[src/rtl/core/lbpm_pkg.sv]
package lbpm_pkg;

	localparam int LogSlots  = 16;
	localparam int MaxBudget = 16;
	localparam int SlotW     = (LogSlots > 1) ? $clog2(LogSlots) : 1;
	localparam int ResW      = $clog2(MaxBudget + 1);
	localparam int BufW      = (MaxBudget > 1) ? $clog2(MaxBudget) : 1;
	localparam int PageW     = 32;
	localparam int PpbW      = 13;
	localparam int CntW      = 16;
	localparam int KindW     = 3;
	localparam int SlotOutW  = 6;
	localparam int BudgetW   = 5;
	localparam int DivCntW   = $clog2(PageW);

	localparam logic [CntW-1:0] CntMax = '1;

	typedef enum logic [1:0] {
		OP_WRITE = 2'd0,
		OP_TRIM  = 2'd1,
		OP_MERGE = 2'd2,
		OP_NONE  = 2'd3
	} opcode_t;

	typedef enum logic [KindW-1:0] {
		KIND_TRACKED   = 3'd0,
		KIND_UNTRACKED = 3'd1,
		KIND_TRIM      = 3'd2,
		KIND_SWITCH    = 3'd3,
		KIND_FULL      = 3'd4,
		KIND_NO_VICTIM = 3'd5
	} kind_t;

	typedef enum logic [0:0] {
		REG_PPB    = 1'b0,
		REG_BLOCKS = 1'b1
	} cfg_reg_t;

	typedef enum logic [3:0] {
		ST_IDLE,
		ST_DIV,
		ST_FIND,
		ST_UPD,
		ST_MSCAN,
		ST_MPICK,
		ST_RSCAN,
		ST_ORD,
		ST_OWAIT
	} state_t;

	typedef struct packed {
		kind_t             kind;
		logic [PageW-1:0]  blk;
		logic [SlotW-1:0]  slot;
	} res_t;

endpackage

[src/rtl/core/log_block_pool_merge_manager.sv]
// Log-block slot manager: one item in at a time, in_stall is high while it works. A write or
// trim does a bit-serial divide of the page by pages_per_block, one pass over the 16 slots to
// find or claim, an update step and one pass to work out reclaim, then sends its result beat.
// A merge request makes one slot pass per victim, then the reclaim pass and the result beats.
// All merge results are held in a small result buffer until reclaim is known, then leave one
// at a time, each held while out_stall is high.
module log_block_pool_merge_manager (
	input  logic                              clk,
	input  logic                              arst_n,
	input  logic                              in_valid,
	output logic                              in_stall,
	input  logic [1:0]                        opcode,
	input  logic [lbpm_pkg::PageW-1:0]        page_number,
	input  logic [lbpm_pkg::BudgetW-1:0]      merge_budget,
	output logic                              out_valid,
	input  logic                              out_stall,
	output logic [lbpm_pkg::KindW-1:0]        result_kind,
	output logic [lbpm_pkg::PageW-1:0]        block_number,
	output logic [lbpm_pkg::SlotOutW-1:0]     slot_index,
	output logic                              reclaim_needed,
	output logic                              last,
	input  logic                              cfg_valid,
	output logic                              cfg_ready,
	input  logic                              cfg_index,
	input  logic [31:0]                       cfg_data
);

	lbpm_pkg::state_t st_q, st_nx;

	logic [lbpm_pkg::PpbW-1:0]   ppb_q;
	logic [lbpm_pkg::PageW-1:0]  bcnt_q;
	logic [lbpm_pkg::PpbW-1:0]   ppb_eff;

	lbpm_pkg::opcode_t           op_q;
	logic [lbpm_pkg::ResW-1:0]   budget_q;
	logic [lbpm_pkg::ResW-1:0]   n_q;
	logic [lbpm_pkg::BufW-1:0]   rd_q;
	logic [lbpm_pkg::PageW-1:0]  blk_q;
	logic [lbpm_pkg::PpbW-1:0]   off_q;
	logic [lbpm_pkg::SlotW-1:0]  idx_q;

	logic                        hit_q, free_q;
	logic [lbpm_pkg::SlotW-1:0]  hit_idx_q, free_idx_q;
	logic [lbpm_pkg::CntW-1:0]   hit_used_q, hit_seq_q;

	logic                        vfound_q;
	logic [lbpm_pkg::SlotW-1:0]  vidx_q;
	logic [lbpm_pkg::CntW-1:0]   vused_q, vseq_q;
	logic [lbpm_pkg::PageW-1:0]  vblk_q;

	logic                        rfull_q, rfree_q;

	logic [lbpm_pkg::LogSlots-1:0] busy_q;
	logic [lbpm_pkg::PageW-1:0]    sblk_q  [lbpm_pkg::LogSlots];
	logic [lbpm_pkg::CntW-1:0]     sused_q [lbpm_pkg::LogSlots];
	logic [lbpm_pkg::CntW-1:0]     sseq_q  [lbpm_pkg::LogSlots];

	lbpm_pkg::res_t              rbuf_q [lbpm_pkg::MaxBudget];

	logic                        out_v_q;
	lbpm_pkg::res_t              out_q;
	logic                        out_rc_q, out_last_q;

	logic                        div_start, div_done;
	logic [lbpm_pkg::PageW-1:0]  div_quot;
	logic [lbpm_pkg::PpbW-1:0]   div_rem;

	logic                        in_acc, scan_end, in_range, tracked;
	logic [lbpm_pkg::SlotW-1:0]  wr_slot;
	logic [lbpm_pkg::CntW-1:0]   cur_used, cur_seq;
	logic [lbpm_pkg::ResW-1:0]   n_inc;
	logic                        rd_last;
	logic                        rd_busy;
	logic [lbpm_pkg::PageW-1:0]  rd_blk;
	logic [lbpm_pkg::CntW-1:0]   rd_used, rd_seq;
	logic [lbpm_pkg::ResW-1:0]   budget_in;

	function automatic logic [lbpm_pkg::CntW-1:0] CntW16(input logic [lbpm_pkg::PpbW-1:0] v);
		CntW16 = lbpm_pkg::CntW'(v);
	endfunction

	assign ppb_eff  = (ppb_q == '0) ? lbpm_pkg::PpbW'(1) : ppb_q;
	assign in_acc   = in_valid && !in_stall;
	assign scan_end = idx_q == lbpm_pkg::SlotW'(lbpm_pkg::LogSlots - 1);
	assign in_range = blk_q < bcnt_q;
	assign tracked  = in_range && (hit_q || free_q);
	assign wr_slot  = hit_q ? hit_idx_q : free_idx_q;
	assign cur_used = hit_q ? hit_used_q : '0;
	assign cur_seq  = hit_q ? hit_seq_q : '0;
	assign n_inc    = n_q + 1'b1;
	assign rd_last  = lbpm_pkg::ResW'(rd_q) + lbpm_pkg::ResW'(1) == n_q;
	assign rd_busy  = busy_q[idx_q];
	assign rd_blk   = sblk_q[idx_q];
	assign rd_used  = sused_q[idx_q];
	assign rd_seq   = sseq_q[idx_q];
	assign budget_in = (merge_budget == '0) ? lbpm_pkg::ResW'(1) :
		(32'(merge_budget) > lbpm_pkg::MaxBudget) ? lbpm_pkg::ResW'(lbpm_pkg::MaxBudget) :
		lbpm_pkg::ResW'(merge_budget);

	lbpm_div u_div (
		.clk      (clk),
		.arst_n   (arst_n),
		.start    (div_start),
		.dividend (page_number),
		.divisor  (ppb_eff),
		.done     (div_done),
		.quot     (div_quot),
		.rem      (div_rem)
	);

	always_comb begin
		st_nx = st_q;
		case (st_q)
			lbpm_pkg::ST_IDLE: begin
				if (in_acc) begin
					case (opcode)
						lbpm_pkg::OP_WRITE, lbpm_pkg::OP_TRIM: st_nx = lbpm_pkg::ST_DIV;
						lbpm_pkg::OP_MERGE: st_nx = lbpm_pkg::ST_MSCAN;
						default: st_nx = lbpm_pkg::ST_IDLE;
					endcase
				end
			end
			lbpm_pkg::ST_DIV:   if (div_done) st_nx = lbpm_pkg::ST_FIND;
			lbpm_pkg::ST_FIND:  if (scan_end) st_nx = lbpm_pkg::ST_UPD;
			lbpm_pkg::ST_UPD:   st_nx = lbpm_pkg::ST_RSCAN;
			lbpm_pkg::ST_MSCAN: if (scan_end) st_nx = lbpm_pkg::ST_MPICK;
			lbpm_pkg::ST_MPICK: begin
				if (vfound_q && n_inc != budget_q) st_nx = lbpm_pkg::ST_MSCAN;
				else st_nx = lbpm_pkg::ST_RSCAN;
			end
			lbpm_pkg::ST_RSCAN: if (scan_end) st_nx = lbpm_pkg::ST_ORD;
			lbpm_pkg::ST_ORD:   st_nx = lbpm_pkg::ST_OWAIT;
			lbpm_pkg::ST_OWAIT: begin
				if (!out_stall) st_nx = rd_last ? lbpm_pkg::ST_IDLE : lbpm_pkg::ST_ORD;
			end
			default: st_nx = lbpm_pkg::ST_IDLE;
		endcase
	end

	always_comb begin
		in_stall  = st_q != lbpm_pkg::ST_IDLE;
		div_start = (st_q == lbpm_pkg::ST_IDLE) && in_acc &&
			(opcode == lbpm_pkg::OP_WRITE || opcode == lbpm_pkg::OP_TRIM);
		cfg_ready = 1'b1;
	end

	always_ff @(posedge clk or negedge arst_n) begin
		if (!arst_n) begin
			st_q    <= lbpm_pkg::ST_IDLE;
			ppb_q   <= lbpm_pkg::PpbW'(256);
			bcnt_q  <= 32'd65536;
			busy_q  <= '0;
			out_v_q <= 1'b0;
		end else begin
			st_q <= st_nx;
			if (cfg_valid && cfg_ready) begin
				case (cfg_index)
					lbpm_pkg::REG_PPB:    ppb_q  <= cfg_data[lbpm_pkg::PpbW-1:0];
					lbpm_pkg::REG_BLOCKS: bcnt_q <= cfg_data;
					default: ;
				endcase
			end
			case (st_q)
				lbpm_pkg::ST_UPD: begin
					if (op_q == lbpm_pkg::OP_WRITE && tracked) busy_q[wr_slot] <= 1'b1;
				end
				lbpm_pkg::ST_MPICK: begin
					if (vfound_q) busy_q[vidx_q] <= 1'b0;
				end
				lbpm_pkg::ST_ORD:   out_v_q <= 1'b1;
				lbpm_pkg::ST_OWAIT: if (!out_stall) out_v_q <= 1'b0;
				default: ;
			endcase
		end
	end

	always_ff @(posedge clk) begin
		case (st_q)
			lbpm_pkg::ST_IDLE: begin
				op_q     <= lbpm_pkg::opcode_t'(opcode);
				budget_q <= budget_in;
				n_q      <= '0;
				idx_q    <= '0;
				vfound_q <= 1'b0;
			end
			lbpm_pkg::ST_DIV: begin
				blk_q  <= div_quot;
				off_q  <= div_rem;
				idx_q  <= '0;
				hit_q  <= 1'b0;
				free_q <= 1'b0;
			end
			lbpm_pkg::ST_FIND: begin
				if (rd_busy && rd_blk == blk_q && !hit_q) begin
					hit_q      <= 1'b1;
					hit_idx_q  <= idx_q;
					hit_used_q <= rd_used;
					hit_seq_q  <= rd_seq;
				end
				if (!rd_busy && !free_q) begin
					free_q     <= 1'b1;
					free_idx_q <= idx_q;
				end
				idx_q <= idx_q + 1'b1;
			end
			lbpm_pkg::ST_UPD: begin
				if (op_q == lbpm_pkg::OP_WRITE) begin
					if (tracked) begin
						sblk_q[wr_slot]  <= blk_q;
						sseq_q[wr_slot]  <= (cur_used == CntW16(off_q) && cur_seq != lbpm_pkg::CntMax)
							? cur_seq + 1'b1 : cur_seq;
						sused_q[wr_slot] <= (cur_used != lbpm_pkg::CntMax) ? cur_used + 1'b1 : cur_used;
						rbuf_q[0] <= '{lbpm_pkg::KIND_TRACKED, blk_q, wr_slot};
					end else begin
						rbuf_q[0] <= '{lbpm_pkg::KIND_UNTRACKED, blk_q, '0};
					end
				end else begin
					if (in_range && hit_q && hit_used_q != '0)
						sused_q[hit_idx_q] <= hit_used_q - 1'b1;
					rbuf_q[0] <= '{lbpm_pkg::KIND_TRIM, blk_q,
						(in_range && hit_q) ? hit_idx_q : '0};
				end
				n_q     <= lbpm_pkg::ResW'(1);
				idx_q   <= '0;
				rfull_q <= 1'b0;
				rfree_q <= 1'b0;
			end
			lbpm_pkg::ST_MSCAN: begin
				if (rd_busy && (!vfound_q || rd_used > vused_q)) begin
					vfound_q <= 1'b1;
					vidx_q   <= idx_q;
					vused_q  <= rd_used;
					vseq_q   <= rd_seq;
					vblk_q   <= rd_blk;
				end
				idx_q <= idx_q + 1'b1;
			end
			lbpm_pkg::ST_MPICK: begin
				if (vfound_q) begin
					rbuf_q[n_q[lbpm_pkg::BufW-1:0]] <= '{
						(vseq_q >= CntW16(ppb_eff)) ? lbpm_pkg::KIND_SWITCH : lbpm_pkg::KIND_FULL,
						vblk_q, vidx_q};
					n_q <= n_inc;
				end else if (n_q == '0) begin
					rbuf_q[0] <= '{lbpm_pkg::KIND_NO_VICTIM, '0, '0};
					n_q       <= lbpm_pkg::ResW'(1);
				end
				idx_q    <= '0;
				vfound_q <= 1'b0;
				rfull_q  <= 1'b0;
				rfree_q  <= 1'b0;
			end
			lbpm_pkg::ST_RSCAN: begin
				if (rd_busy && rd_used >= CntW16(ppb_eff)) rfull_q <= 1'b1;
				if (!rd_busy) rfree_q <= 1'b1;
				idx_q <= idx_q + 1'b1;
				rd_q  <= '0;
			end
			lbpm_pkg::ST_ORD: begin
				out_q      <= rbuf_q[rd_q];
				out_rc_q   <= rfull_q || !rfree_q;
				out_last_q <= rd_last;
			end
			lbpm_pkg::ST_OWAIT: begin
				if (!out_stall && !rd_last) rd_q <= rd_q + 1'b1;
			end
			default: ;
		endcase
	end

	assign out_valid      = out_v_q;
	assign result_kind    = out_q.kind;
	assign block_number   = out_q.blk;
	assign slot_index     = lbpm_pkg::SlotOutW'(out_q.slot);
	assign reclaim_needed = out_rc_q;
	assign last           = out_last_q;

	a_out_in_wait: assert property (@(posedge clk) disable iff (!arst_n)
		out_valid |-> st_q == lbpm_pkg::ST_OWAIT)
		else $error("result beat outside output wait");

	a_last_to_idle: assert property (@(posedge clk) disable iff (!arst_n)
		(out_valid && !out_stall && last) |=> st_q == lbpm_pkg::ST_IDLE)
		else $error("no return to idle after final beat");

	a_div_done: assert property (@(posedge clk) disable iff (!arst_n)
		div_done |-> st_q == lbpm_pkg::ST_DIV)
		else $error("divider finished outside divide state");

	a_res_bound: assert property (@(posedge clk) disable iff (!arst_n)
		(st_q == lbpm_pkg::ST_ORD) |-> (n_q != '0 && n_q <= budget_q + 1'b1))
		else $error("result count out of range");

endmodule

[src/rtl/core/lbpm_div.sv]
module lbpm_div (
	input  logic                        clk,
	input  logic                        arst_n,
	input  logic                        start,
	input  logic [lbpm_pkg::PageW-1:0]  dividend,
	input  logic [lbpm_pkg::PpbW-1:0]   divisor,
	output logic                        done,
	output logic [lbpm_pkg::PageW-1:0]  quot,
	output logic [lbpm_pkg::PpbW-1:0]   rem
);

	logic                          busy_q;
	logic                          done_q;
	logic [lbpm_pkg::DivCntW-1:0]  cnt_q;
	logic [lbpm_pkg::PageW-1:0]    q_q;
	logic [lbpm_pkg::PpbW-1:0]     r_q;
	logic [lbpm_pkg::PpbW-1:0]     d_q;
	logic [lbpm_pkg::PpbW:0]       trial;
	logic                          take;

	assign trial = {r_q, q_q[lbpm_pkg::PageW-1]};
	assign take  = trial >= {1'b0, d_q};

	always_ff @(posedge clk or negedge arst_n) begin
		if (!arst_n) begin
			busy_q <= 1'b0;
			done_q <= 1'b0;
			cnt_q  <= '0;
		end else begin
			done_q <= 1'b0;
			if (start) begin
				busy_q <= 1'b1;
				cnt_q  <= '0;
			end else if (busy_q) begin
				cnt_q <= cnt_q + 1'b1;
				if (cnt_q == lbpm_pkg::DivCntW'(lbpm_pkg::PageW - 1)) begin
					busy_q <= 1'b0;
					done_q <= 1'b1;
				end
			end
		end
	end

	always_ff @(posedge clk) begin
		if (start) begin
			q_q <= dividend;
			r_q <= '0;
			d_q <= divisor;
		end else if (busy_q) begin
			q_q <= {q_q[lbpm_pkg::PageW-2:0], take};
			r_q <= take ? lbpm_pkg::PpbW'(trial - {1'b0, d_q}) : trial[lbpm_pkg::PpbW-1:0];
		end
	end

	assign done = done_q;
	assign quot = q_q;
	assign rem  = r_q;

endmodule
[config.mk]
export PLATFORM = sky130hd
export DESIGN_NAME = log_block_pool_merge_manager
export DESIGN_NICKNAME = d
export VERILOG_FILES = /design/src/rtl/core/lbpm_pkg.sv /design/src/rtl/core/log_block_pool_merge_manager.sv /design/src/rtl/core/lbpm_div.sv
export SDC_FILE = /design/constraint.sdc
export NUM_CORES = 2
export LEC_CHECK = 0
export BUFFER_PORTS_ARGS = -buffer_cell sky130_fd_sc_hd__clkbuf_2
export CORE_ASPECT_RATIO = 1.4
export CORE_MARGIN = 2
export CORE_UTILIZATION = 45
export CTS_CLUSTER_DIAMETER = 60
export DETAILED_ROUTE_END_ITERATION = 8
export PLACE_DENSITY_LB_ADDON = 0.1
export RECOVER_POWER = 100
export SETUP_SLACK_MARGIN = 0.2
export SYNTH_ARGS = -nofsm -noshare
export SYNTH_HDL_FRONTEND = slang
export SYNTH_SLANG_ARGS = --single-unit
export TNS_END_PERCENT = 100
[constraint.sdc]
create_clock -name clk -period 17.6 [get_ports clk]
set_clock_uncertainty 0.1 [all_clocks]
set_input_delay 0.88 -clock clk [delete_from_list [all_inputs] [get_ports clk]]
set_output_delay 0.88 -clock clk [all_outputs]
set_load 0.03 [all_outputs]
# After elaboration in Yosys (flattened, before gate mapping)

Memory sizes are Yosys's and may differ from the RTL's. A register that Yosys moved wholly into a read port is not among the register bits.
Index checks and enable logic that the tools add are counted.

Register bits after elaboration: 311
Memory bits (writable): 1648
Bits of input ports: 77
Output and inout bits: 46
Word-level logic and storage cells: 258
Memories: 4

Memory list:

| memory  | words | bits a word | rd ports | clocked after Yosys merged registers in | wr ports | line                               | text |
|---|---|---|---|---|---|---|---|
| rbuf_q  | 16    | 39          | 1        | 1                                       | 1        | log_block_pool_merge_manager.sv:58 | `lbpm_pkg::res_t rbuf_q [lbpm_pkg::MaxBudget];` |
| sblk_q  | 16    | 32          | 1        | 1                                       | 1        | log_block_pool_merge_manager.sv:54 | `logic [lbpm_pkg::PageW-1:0] sblk_q [lbpm_pkg::LogSlots];` |
| sseq_q  | 16    | 16          | 1        | 1                                       | 1        | log_block_pool_merge_manager.sv:56 | `logic [lbpm_pkg::CntW-1:0] sseq_q [lbpm_pkg::LogSlots];` |
| sused_q | 16    | 16          | 1        | 1                                       | 1        | log_block_pool_merge_manager.sv:55 | `logic [lbpm_pkg::CntW-1:0] sused_q [lbpm_pkg::LogSlots];` |

Add/subtract/negate cells: 9
$lt $le $gt $ge: 11
Equal/unequal tests: 33
Multiplexer cells: 91
Bitwise logic cells: 7
Reduce and logical (&&, ||, !) cells: 69

Operator list:

| kind                  | count |
|---|---|
| $mux 39               | 4 |
| $mux 16               | 7 |
| $mux 32               | 2 |
| $mux 4                | 14 |
| $mux 1                | 39 |
| $reduce_or 39->1      | 1 |
| $pmux 4 s9            | 1 |
| $add 16x1->16 const B | 2 |
| $eq 32x32->1          | 1 |
| $ge 16x13->1          | 2 |
| $lt 32x32->1          | 1 |
| $ne 16x16->1 const B  | 2 |
| $pmux 16 s2           | 1 |
| $mux 13               | 2 |
| $ne 2x2->1 const B    | 13 |
| $reduce_and 2->1      | 13 |
| $mux 5                | 5 |
| $logic_and 1x1->1     | 17 |
| $and 16x16->16        | 1 |
| $eq 16x13->1          | 1 |
| $eq 4x3->1 const B    | 4 |
| $gt 16x16->1          | 1 |
| $not 16->16           | 1 |
| $or 16x16->16         | 1 |
| 45 further kinds      | 84 |

# Depth between registers and ports, before layout

Depth after elaboration: 10
Mapped depth: 17
Gate-level depth less buffers: 12

# By module

A second synthesis with hierarchy kept.

Cells, all modules: 4042
Area total of the unflattened synthesis: 80712.4 um^2

Modules (own cells, without submodules):

| module                       | instances | cells an instance | area each (um^2) | seq. area each (um^2) |
|---|---|---|---|---|
| log_block_pool_merge_manager | 1         | 3756              | 77306.6          | 57797.9 |
| lbpm_div                     | 1         | 286               | 3405.8           | 1786.7 |

# Worst setup path after synthesis

Ideal clock, no wire load.

Path type: reg2reg
From: register (tool-made name)
To: register vblk_q[0] in the netlist's numbering (enable)
Library setup time: 494 ps
Data arrival time: 6914 ps
Data required time: 17006 ps
Slack: 10091 ps
Stages on the path, launching flop included: 18
Buffers on the path: 6
Period minus slack after synthesis: 7509 ps
Cell sequence: dfxtp_1 -> clkbuf_1 -> buf_2 -> clkbuf_1 -> buf_1 -> buf_2 -> clkbuf_1 -> mux4_2 -> mux4_2 -> ha_1 -> nor2b_1 -> o21a_1 -> o21a_1 -> o21a_1 -> o21a_1 -> o2111ai_1 -> and3_1 -> nor2_1

RTL lines:

| item                 | line                                | text |
|---|---|---|
| end signal, assigned | log_block_pool_merge_manager.sv:234 | `vblk_q <= rd_blk;` |
| end, declared        | log_block_pool_merge_manager.sv:49  | `logic [lbpm_pkg::PageW-1:0] vblk_q;` |

==> results by group <==
Outcome
  • Run status: finished, violations left
  • Failing checks: max-capacitance violations, max-slew violations

Synth
  • Library cells used by synthesis: 76
  • Post-synthesis simple-gate area fraction: 3.56%
  • Prevailing post-synth register cell: edfxtp_1
  • Register area share after synthesis: about three quarters
  • Post-Synth XOR/XNOR Area: 0.867%
  • Mapped Cells: between 4,000 and 5,000
  • Multiplexer share of the synthesized area: 15.2%
  • FF+latch count, synth: 2,002
  • Post-synth EDFFs: 1,912
  • Top-count cell post-synth: edfxtp_1
  • Ys async rst share: 3.65%
  • Area leader, netlist: edfxtp_1
  • Synth area leaders: edfxtp_1 (71%), mux4_2 (13%), dfrtp_1 (2.2%)
  • Mapped Area: 0.0808 sq mm
  • Post-synth top area share: 71.0%
  • Largest family of logic cells by synthesized area: multiplexers
  • Synth Warn #: 0
  • Adder and majority cell fraction of the synthesized area: 1.54%
  • Synth Area in Compound Gates: between 3 and 4%
  • Avg Cell Area, Syn: 19.4 sq um
  • Commonest cells in the netlist: edfxtp_1 (1,912), mux4_2 (476), nand2_1 (221)

Finish
  • Share of cells above drive strength 1: 20.6%
  • Fill cell count: 14,400
  • Register area: 0.0596 sq mm
  • Area growth syn-to-layout: 11.8%
  • Layout Utilization: between 50% and 60%
  • Finished Layout Cells: slightly below 7,000
  • Layout Nets: 4,574
  • Multi-input gate area: 0.0200 sq mm

STA
  • Tmin final: 10.11 ns
  • Final setup violation count: 0
  • RSZ-0062 raised after global routing: false
  • Final setup TNS: 0 ns
  • Max-slew headroom: -207%
  • Max frequency: 98.9 MHz
  • Final Max Slew Viols: 2,639
  • Endpoints failing hold: 0
  • PnR worst setup slack: ~7.5 ns
  • Final period util: 57.4%
  • Least-Margin Pin Slew: roughly 4.6 ns

Critical path
  • Worst path max stage delay: 2.61 ns
  • Endpoint type of the worst setup path: flip-flop
  • Most common cell on crit path: o21a_1
  • Crit-path max FO: between 80 and 90
  • CP Launch Type: flip-flop
  • Critical path's top delay family: buffers and inverters
  • CP max stage cell: clkbuf_1
  • WP data arrival: 10.36 ns
  • Buf/Inv on CP: 2
  • Crit path required time: 17.85 ns
  • WS Path Type: reg -> reg
  • CP Cell Sequence: buf_12 -> mux4_2 -> mux4_2 -> ha_1 -> nor2b_1 -> o21a_1 -> o21a_1 -> o21a_1 -> o21a_1 -> o2111ai_1 -> and3_1 -> nor2_1 -> clkbuf_1

Place
  • DP HPWL: 128,000 um
  • PortBufs: 119
  • GPL Wtd Cong: approximately 0.86
  • Setup WS pre-CTS: ~12 ns
  • Placed insts: 6,528

Drt
  • Vias after detailed routing: between 40,000 and 50,000
  • Antenna-violating nets left: 0
  • WL per Instance: around 31 um
  • DR vias/cell: ~6
  • Routed WL: 214,000 um
  • DRT Pass-1 Iters: 5
  • Residual DRC: 0
  • Detailed Route Iter0 Violations: between 3,000 and 4,000

Floorplan
  • Die height: 505 um
  • I/O pins: 123
  • # rows: around 180
  • Die ar.: 0.183 sq mm
  • Initial core utilization: a little under half
  • Die width: between 300 and 400 um
  • Core area: between 0.15 and 0.2 sq mm

CTS
  • Clk root buf: clkbuf_16
  • Clock transition at path regs: 0.06 ns
  • TritonCTS Buffers: 190
  • H-tree depth: 4
  • Bufs on Longest Clock Path: 3
  • Worst-Skew Late Latency: 0.84 ns
  • Post-cts sizing count: 0
  • CTS Sinks: 2,002
  • Post-CTS setup repair buffer count: 0
  • CTS Hold Bufs: 1
  • CTS tree: built

GRT
  • GR Util All Layers: 23.6%
  • Global route overflow: 0
  • Largest net degree at the start of global routing: roughly 110
  • Antenna violations before repair: 5
  • Vias in the first global route: 42,300
  • Global-route wire length before repair: a little over 300,000 um

Min path
  • Worst hold path type: in -> reg

Run
  • Maxcap violations: 83

Power and ir drop
  • VDD IR max: 0.000113 V
  • Static Leak: roughly 0.029 uW
  • PD cells: around 150 mW/mm^2
-- flip-flops by register name, indices dropped and copies added (netlist names), 16 cells and up, named ones only --
signal and count:
bcnt_q 32, rbuf_q 624, blk_q 32, busy_q 16, sseq_q 256, u_div.quot 32, block_number 32, vblk_q 32
vused_q 16, hit_used_q 16, sused_q 256, sblk_q 512, vseq_q 16, hit_seq_q 16
-- cell usage in the layout, fill, tap and decap left out, drive strengths merged, types with 17 or more instances in the layout --
master and instances:
a22oi 33, xor2 31, and3 22, mux4 476, buf 24, a21o 28
dfrtp 71, clkbuf 459, nand2 221, nand3 43, nand2b 28, mux2 47
ha 98, edfxtp 1912, a21oi 64, mux2i 104, nand4 33, bufinv 18
nor4 21, xnor2 49, inv 140, o21ai 112, nor2 135, clkinv 87
a22o 33, nor3 31, dfxtp 17
-- worst paths after layout --
kind | start | end | slack [ns] | cells past startpoint
max | flip-flop | vblk_q[17] | 7.49 | 13
min in group asynchronous | arst_n | u_div.cnt_q[1] | 0.83 | 2
max in group asynchronous | arst_n | busy_q[0] | 12.70 | 3
max reg2reg | flip-flop | vblk_q[17] | 7.49 | 13
min | cfg_data[19] | bcnt_q[19] | 0.18 | 2
min reg2reg | u_div.quot[1] | blk_q[1] | 0.35 | 0
-- metal layers --
metal	vias up	share of wire, %	GRT usage [%]
met4	4	3.4	7.63
met3	339	5.3	2.97
met5	-	0.012	0
li1	17400	-	-
met2	1316	52	41.2
met1	21900	40	30.6
-- cell type report --
| type | count | share of cell area (%) |
|---|---|---|
| clock buffers | 232 | 5.57 |
| repair buffers | 253 | 1.31 |
| multi-input cells | 1823 | 22.2 |
| diodes | 5 | 0.0138 |
| flip-flops and latches | 2002 | 65.9 |
| well taps | 2325 | 3.22 |
| inverters | 128 | 0.534 |
| clock inverters | 120 | 1.26 |
-- stage by stage --
stage	hold slack, ns	area, sq um	power, uW
CTS	0.121	91000	13400
detailed placement	0.338	84800	9350
global route	0.146	90400	13900
global placement	0.333	84800	9340
finish	0.185	90400	13300
floorplan	0.326	80800	8210
-- kinds of logic (layout without fill, tap and decap cells) --
family,after synthesis,count (layout)
multiplexers,627,627
other,2,8
AO/OA/AOI/OAI,408,408
XOR/XNOR,80,80
AND/OR/NAND/NOR,606,606
adder cells (fa/ha/maj),99,99
flip-flops,2002,2002
buffers and inverters,344,733
-- power breakdown --
| group | total [uW] | leakage, uW | switching [uW] | internal [uW] |
|---|---|---|---|---|
| clock | 4090 | 0.00304 | 1790 | 2310 |
| combinational | 3260 | 0.00792 | 1850 | 1410 |
| sequential | 5990 | 0.0184 | 271 | 5720 |
| total | 13300 | 0.0293 | 3910 | 9440 |
Note: power is estimated with default switching activity, not from simulation.
